[config.mk]
export PLATFORM = sky130hd
export DESIGN_NAME = gcws_ram
export DESIGN_NICKNAME = d
export VERILOG_FILES = /design/src/sv/gcws_ram.sv
export SDC_FILE = /design/constraint.sdc
export NUM_CORES = 1
export LEC_CHECK = 0
export CORE_MARGIN = 3
export CORE_UTILIZATION = 52
export DETAILED_ROUTE_END_ITERATION = 8
export DONT_BUFFER_PORTS = 1
export PLACE_DENSITY_LB_ADDON = 0.15
export SYNTH_ARGS = -nofsm -noshare
export SYNTH_HDL_FRONTEND = slang
export SYNTH_SLANG_ARGS = --single-unit
[constraint.sdc]
create_clock -name clk -period 2 [get_ports clk]
set_clock_uncertainty 0.2 [all_clocks]
set_input_delay 0.4 -clock clk [delete_from_list [all_inputs] [get_ports clk]]
set_output_delay 0.4 -clock clk [all_outputs]
set_load 0.02 [all_outputs]
[src/sv/gcws_ram.sv]
`timescale 1ns / 1ps
// Generic simple dual-port RAM: one write port, one registered read port.
// No dependencies.
module gcws_ram #(
  parameter int WIDTH     = 8,
  parameter int ADDR_BITS = 4
) (
  input  logic                 clk,
  input  logic                 we,
  input  logic [ADDR_BITS-1:0] waddr,
  input  logic [WIDTH-1:0]     wdata,
  input  logic [ADDR_BITS-1:0] raddr,
  output logic [WIDTH-1:0]     rdata
);

  logic [WIDTH-1:0] mem [2**ADDR_BITS];

  always_ff @(posedge clk) begin
    if (we) begin
      mem[waddr] <= wdata;
    end
  end

  always_ff @(posedge clk) begin
    rdata <= mem[raddr];
  end

endmodule

==> results of run 1 <==
[cell families (layout without fill, tap and decap cells)]
logic type,count (synthesis),count (layout),synth area share
flip-flops,136,136,0.778
AO/OA/AOI/OAI,16,16,0.0233
multiplexers,32,32,0.150
buffers and inverters,10,62,0.0168
AND/OR/NAND/NOR,35,35,0.0318
[state kept, by name, indices dropped and copies added, names as in the netlist]
| signal | flops |
|---|---|
| mem | 128 |
| rdata | 8 |
[path summary, 6_finish.rpt]
path                    from        to  slack [ns]  cells after the start
setup / recovery    raddr[1]  rdata[5]        0.15                      4
setup reg to reg   mem[2][0]  rdata[0]        0.31                      3
hold / removal      raddr[1]  rdata[3]        0.02                      3
hold reg to reg   mem[12][2]  rdata[2]        0.48                      3
[metal layers]
metal / GRT usage / routed length (µm)
met3: 0.0655 / 800
met1: 0.273 / 4240
met5: 0 / 0
met2: 0.301 / 4770
met4: 0.0685 / 250
[layout make-up]
class	count	area share
flip-flops and latches	136	0.660
clock buffers	18	0.0689
repair buffers	30	0.0412
well taps	129	0.0266
clock inverters	14	0.0287
multi-input cells	83	0.175
[power by group through the flow]
stage          clock network [W]  registers [W]  logic [W]
2_1_floorplan                  0        0.00328   0.000162
3_5_place_dp                   0        0.00330   0.000175
3_3_place_gp                   0        0.00329   0.000173
5_1_grt                  0.00322        0.00324   0.000252
6_report                 0.00303        0.00324   0.000234
4_1_cts                  0.00307        0.00324   0.000233
[worst max-delay path, stage by stage]
cell and delay [ns]:
sky130_fd_sc_hd__dlygate4sd3_1 0.95, sky130_fd_sc_hd__mux4_1 0.39, sky130_fd_sc_hd__a22oi_1 0.22, sky130_fd_sc_hd__nand2_1 0.07
[placed cells by master (no fill, tap or decap)]
cell                            count
sky130_fd_sc_hd__clkinv_1           1
sky130_fd_sc_hd__a22oi_1           16
sky130_fd_sc_hd__nor3_2             1
sky130_fd_sc_hd__nand2b_1           2
sky130_fd_sc_hd__bufinv_16          3
sky130_fd_sc_hd__nand2_1            9
sky130_fd_sc_hd__clkinv_2           1
sky130_fd_sc_hd__nand3_1            1
sky130_fd_sc_hd__nor3_1             3
sky130_fd_sc_hd__nand3b_1           2
sky130_fd_sc_hd__and2_1             1
sky130_fd_sc_hd__inv_6              3
sky130_fd_sc_hd__and2b_1            1
sky130_fd_sc_hd__nor2b_1            1
sky130_fd_sc_hd__clkbuf_8           1
sky130_fd_sc_hd__clkinv_4           3
sky130_fd_sc_hd__mux4_2            18
sky130_fd_sc_hd__buf_4             20
sky130_fd_sc_hd__edfxtp_1         128
sky130_fd_sc_hd__clkbuf_16         16
sky130_fd_sc_hd__clkinvlp_4         3
sky130_fd_sc_hd__dfxtp_1            8
sky130_fd_sc_hd__nor2_1            13
sky130_fd_sc_hd__or3b_2             1
sky130_fd_sc_hd__clkbuf_1           1
sky130_fd_sc_hd__mux4_1            14
sky130_fd_sc_hd__dlygate4sd3_1     10
[per-stage QoR]
| step | power, W | hold slack (ns) |
|---|---|---|
| 3_3_place_gp | 0.00347 | 0.300 |
| 3_5_place_dp | 0.00347 | 0.300 |
| 5_1_grt | 0.00671 | 0.00543 |
| 2_1_floorplan | 0.00344 | 0.299 |
| 6_report | 0.00650 | 0.0195 |
| 4_1_cts | 0.00654 | 0.00298 |
==> PnR_summary.wiki, run 1 <==
{| class="wikitable"
! Metric !! Value
|-
| Outcome || complete, no violations
|-
| Worst Hold Class || in -> reg
|-
| Chip Height || 105 µm
|-
| CTS tree || built
|-
| Number of flip-flops and latches in the synthesized netlist || 136
|-
| Pleak || between 2 and 2.5 nW
|-
| Detailed-route DRC error count || 0
|-
| Max Transition Viols Final || 0
|-
| Die width || 105 µm
|-
| Post-Syn Area || 5150 µm²
|-
| Effective utilization at floorplan || 0.547
|-
| Total Neg Setup Slack || 0 ns
|-
| Net count reported at finish || 286
|-
| Number of gates resized after CTS || 0
|-
| Clock network fraction of design power || 0.466
|-
| Total via count after detailed routing || 2,442
|-
| Wirelength, routed || 10,100 µm
|-
| Post-Syn Instances || 229
|-
| Pin count of the biggest net entering global routing || 33
|-
| Ant diodes || 0
|-
| Leading cell types by count after synthesis || sky130_fd_sc_hd__edfxtp_1 (128), sky130_fd_sc_hd__mux4_2 (18), sky130_fd_sc_hd__a22oi_1 (16), sky130_fd_sc_hd__mux4_1 (14), sky130_fd_sc_hd__nor2_1 (13)
|-
| Max cap viols || 0
|-
| Number of clock buffers inserted by TritonCTS || 17
|-
| Count of antenna-violating nets left after detailed routing || 0
|-
| Overall track demand over capacity in global routing || 0.198
|-
| Clock tree root driver cell || sky130_fd_sc_hd__clkbuf_8
|-
| Library cell occupying the most area in the post-synthesis netlist || sky130_fd_sc_hd__edfxtp_1
|-
| Peak clock frequency supported by timing || 541 MHz
|-
| Main flop type after synthesis || sky130_fd_sc_hd__edfxtp_1
|-
| Async set-or-reset flop fraction in the synthesized netlist || 0
|-
| Htree depth || 4
|-
| Fraction of layout cells with a size suffix above 1 || 0.249
|-
| Clk Latency, worst-skew pair || 0.51 ns
|-
| Total net switching power || between 0.001 and 0.0015 W
|-
| Placer Congestion || 0.830
|-
| Power share of the combinational group || 0.036
|-
| Wire length of the first global-routing pass || approximately 16,000 µm
|-
| Register area || 4000 µm²
|-
| Worst-case clock buffer depth || 2
|-
| Power density relative to cell area || 1070 nW/µm²
|-
| Netlist cell types || 19
|-
| Cell with the most instances after synthesis || sky130_fd_sc_hd__edfxtp_1
|-
| Area post-placement || approximately 5400 µm²
|-
| Placed insts || between 300 and 400
|-
| Initial DRT Pass Iterations || 5
|-
| Antenna violations before repair || 0
|-
| CTS clk-pin slew, worst paths || 0.06 ns
|-
| Post-route insts no fill || 410
|-
| Maximum ir drop on the vdd rail || around 0.7 mV
|-
| Cts hold-fix bufs || 9
|-
| Total overflow reported by the global router || 0
|-
| Area taken by multi-input logic gates || 1060 µm²
|-
| Critical Path AT || a little over 2 ns
|-
| Number of endpoints with negative hold slack in the final report || 0
|-
| Worst-case headroom to the max-slew limit || 0.568
|-
| Post-synthesis sequential area ratio || 0.778
|-
| Time the worst path needs with I/O delays and setup || 1.85 ns
|-
| Number of buffers added for setup after CTS || 0
|-
| Top area cells in the synthesized netlist || sky130_fd_sc_hd__edfxtp_1 (75%), sky130_fd_sc_hd__mux4_2 (7.9%), sky130_fd_sc_hd__mux4_1 (7.1%)
|-
| Actual transition at the worst max-transition pin || 0.646 ns
|-
| I/O Pins || 26
|-
| Number of vias per cell after detailed routing || between 5 and 6
|-
| Post-Synthesis Net Count || 247
|-
| WL per Instance || 24.5 µm
|-
| Final Instance Area || 6070 µm²
|-
| Endpoints failing setup || 0
|-
| PortBufs || 0
|-
| Number of enable-type register cells in the synthesized netlist || ~130
|-
| CP Launch Type || input pin
|-
| DP Worst Slack || 0.284 ns
|-
| Setup repair after global routing missed its margin || false
|-
| Category of the critical setup timing path || in -> reg
|-
| Via count of the first global-routing pass || 2,542
|-
| CP Max Fanout || 21
|-
| Internal power component || 0.00521 W
|-
| Number of placement rows || 35
|-
| Die ar. || approximately 11,000 µm²
|-
| Share of the clock period used by the worst path || 0.924
|-
| Post-layout worst setup margin || ~0.15 ns
|-
| Post-DP HPWL || around 6200 µm
|-
| Ys Warns || 0
|-
| Final core utilization || 0.645
|-
| Top cell type's share of synthesized area || 0.747
|-
| Clock net sink count || 136
|-
| Initial detailed-routing violation count || 247
|-
| Kind of capture point of the worst setup path || flop
|-
| Sequential share of power || 0.498
|-
| Total core area || approximately 9400 µm²
|-
| Filler Cells Inserted || 629
|-
| Mean instance size in the synthesized netlist || 22.5 µm²
|-
| Switching portion of total power || 0.199
|-
| Required @ worst endpoint || about 2.2 ns
|-
| Growth of design area from synthesis to finish || 17.9%
|}
No activity file was read; power rests on OpenSTA's default activity.
==> run 2, diff against run 1 <==
RECOVER_POWER = 100   (was default)
==> run 2 against run 1 <==
Critical path depth is the same. First-iteration DRC count shrank 4.9%. Critical endpoint is now rdata[2]. Routed wire length grew 0.15%. Clock power is essentially flat. Combinational power shrank 2%. Count of clock-buffer cells in the layout is the same. Critical path type unchanged. Sequential power is essentially flat.
==> PnR_summary.wiki, run 2 (synthesis gave the netlist of run 1 again) <==
{| class="wikitable"
! Metric !! Value
|-
| Outcome || complete, no violations
|-
| Stages on the worst setup path || 4
|-
| Fraction of layout cells with a size suffix above 1 || 0.185
|-
| Max cap viols || 0
|-
| Pin count of the biggest net entering global routing || 33
|-
| Area taken by multi-input logic gates || between 1000 and 1500 µm²
|-
| Placer Congestion || a little over 0.8
|-
| Number of endpoints with negative hold slack in the final report || 0
|-
| Via count of the first global-routing pass || 2,542
|-
| Overall track demand over capacity in global routing || 0.198
|-
| Worst hold path endpoint || rdata[3]
|-
| Power density relative to cell area || 1080 nW/µm²
|-
| CP Launch Type || input pin
|-
| Register with the highest flop count || mem
|-
| PortBufs || 0
|-
| Clock tree root driver cell || sky130_fd_sc_hd__clkbuf_8
|-
| Growth of design area from synthesis to finish || 16.6%
|-
| Detailed-route DRC error count || 0
|-
| I/O Pins || 26
|-
| Wirelength, routed || just over 10,000 µm
|-
| Library cell contributing the largest single delay on the critical path || sky130_fd_sc_hd__dlygate4sd3_1
|-
| Worst-case headroom to the max-slew limit || 0.528
|-
| Ant diodes || 0
|-
| Endpoint of the most critical register-to-register path || rdata[0]
|-
| CTS clk-pin slew, worst paths || 0.06 ns
|-
| Number of clock buffers inserted by TritonCTS || 17
|-
| Total overflow reported by the global router || 0
|-
| Initial DRT Pass Iterations || 4
|-
| Top library cells by usage in the layout, fill and taps aside || sky130_fd_sc_hd__edfxtp_1 (128), sky130_fd_sc_hd__mux4_2 (18), sky130_fd_sc_hd__clkbuf_1 (18)
|-
| Stage delay of the slowest cell on the critical path || 0.96 ns
|-
| Total core area || 9420 µm²
|-
| Origin of the worst min-delay path || raddr[1]
|-
| Number of placement rows || 35
|-
| Count of buffer and inverter cells on the critical path || 1
|-
| Post-route insts no fill || 410
|-
| Max Transition Viols Final || 0
|-
| Series of cell instances along the critical path || dlygate4sd3_1 -> mux4_1 -> a22oi_1 -> nand2_1
|-
| Chip Height || about 110 µm
|-
| Net count reported at finish || 286
|-
| Number of vias per cell after detailed routing || 5.98
|-
| Filler Cells Inserted || 648
|-
| Total via count after detailed routing || 2,451
|-
| Peak clock frequency supported by timing || 537 MHz
|-
| Effective utilization at floorplan || 0.547
|-
| Maximum ir drop on the vdd rail || 0.699 mV
|-
| Most frequent standard cell in the layout excluding fill and tap cells || sky130_fd_sc_hd__edfxtp_1
|-
| Category of the critical setup timing path || in -> reg
|-
| CTS tree || built
|-
| Cells on Worst Hold Path || 3
|-
| Register-to-Register Path Depth || 3
|-
| Initial detailed-routing violation count || 235
|-
| Kind of capture point of the worst setup path || flop
|-
| Wire length of the first global-routing pass || 15,600 µm
|-
| Largest registers ranked by flip-flop count || mem (128), rdata (8)
|-
| Die ar. || around 11,000 µm²
|-
| Register area || between 4000 and 5000 µm²
|-
| FF-to-FF Start || mem[2][0]
|-
| Post-DP HPWL || 6230 µm
|-
| Critical Path AT || 2.04 ns
|-
| WL per Instance || 24.6 µm
|-
| Share of the clock period used by the worst path || 0.930
|-
| Time the worst path needs with I/O delays and setup || 1.86 ns
|-
| Placed insts || around 370
|-
| Clk Latency, worst-skew pair || ~0.51 ns
|-
| Die width || 105 µm
|-
| Endpoints failing setup || 0
|-
| Pleak || slightly below 2 nW
|-
| CP Max Fanout || 21
|-
| Htree depth || 4
|-
| Setup repair after global routing missed its margin || false
|-
| Count of antenna-violating nets left after detailed routing || 0
|-
| Actual transition at the worst max-transition pin || a little over 0.7 ns
|-
| Worst reg2reg setup slack || around 0.31 ns
|-
| Worst-case clock buffer depth || 2
|-
| Required @ worst endpoint || 2.18 ns
|-
| Kind of cell with the highest combined delay on the critical path || buffers and inverters
|-
| Max reg flops || 128
|-
| Total Neg Setup Slack || 0 ns
|-
| Antenna violations before repair || 0
|-
| Worst Hold Class || in -> reg
|-
| Clock net sink count || 136
|}
-- run 2: changes by cell type in the layout (fill, tap and decap cells not counted) --
| cell | before | now |
|---|---|---|
| sky130_fd_sc_hd__clkbuf_1 | 1 | 18 |
| sky130_fd_sc_hd__nor3_1 | 3 | 4 |
| sky130_fd_sc_hd__nor3_2 | 1 | 0 |
| sky130_fd_sc_hd__buf_4 | 20 | 3 |
-- run 2: layout make-up --
type / instances / share of cell area
Multi-Input combinational cell: 83 / 0.176
Timing Repair Buffer: 30 / 0.0311
Sequential cell: 136 / 0.667
Clock buffer: 18 / 0.0696
Tap cell: 129 / 0.0269
Clock inverter: 14 / 0.0290
-- run 2: how the worst max path moves through the flow --
stage,startpoint,end,slack [ns]
after floorplan,waddr[2],mem[3][0],0.13
after global placement,waddr[2],mem[3][4],0.30
after detailed placement,waddr[2],mem[0][7],0.28
after CTS,raddr[1],rdata[2],0.15
after global routing,raddr[1],rdata[2],0.09
final,raddr[1],rdata[2],0.14
-- run 2: what timing repair did --
item                      CTS  global route
hold endpoints to repair  135             1
gates resized for setup     0             0
setup buffers               0             0
hold buffers                9             1
-- run 2: report_power, final --
part,internal [W],leakage [nW],switching (W)
sequential,0.00319,1.22,0.0000475
combinational,0.000109,0.447,0.000120
clock,0.00191,0.280,0.00112
-- run 2: tightest hold or removal path: stages --
cell                      delay [ns]
sky130_fd_sc_hd__mux4_1         0.15
sky130_fd_sc_hd__a22oi_1        0.09
sky130_fd_sc_hd__nand2_1        0.06
-- run 2: stage by stage --
step	util	cell area [µm²]	setup WS (ns)	hold slack [ns]	total power, W
finish	0.637	6000	0.139	0.0262	0.00649
global placement	0.571	5380	0.297	0.300	0.00347
floorplan	-	5150	0.134	0.299	0.00344
global route	0.637	6000	0.0850	0.00543	0.00670
CTS	0.644	6060	0.152	0.00298	0.00654
detailed placement	0.571	5380	0.284	0.300	0.00347
-- run 2: per-layer routing --
metal  wire (µm)  vias to the layer above  track usage
li1            -                     1056            -
met1        4390                     1269        0.273
met2        4770                      112        0.301
met3         677                       14       0.0655
met4         227                        0       0.0685
met5           0                        -            0
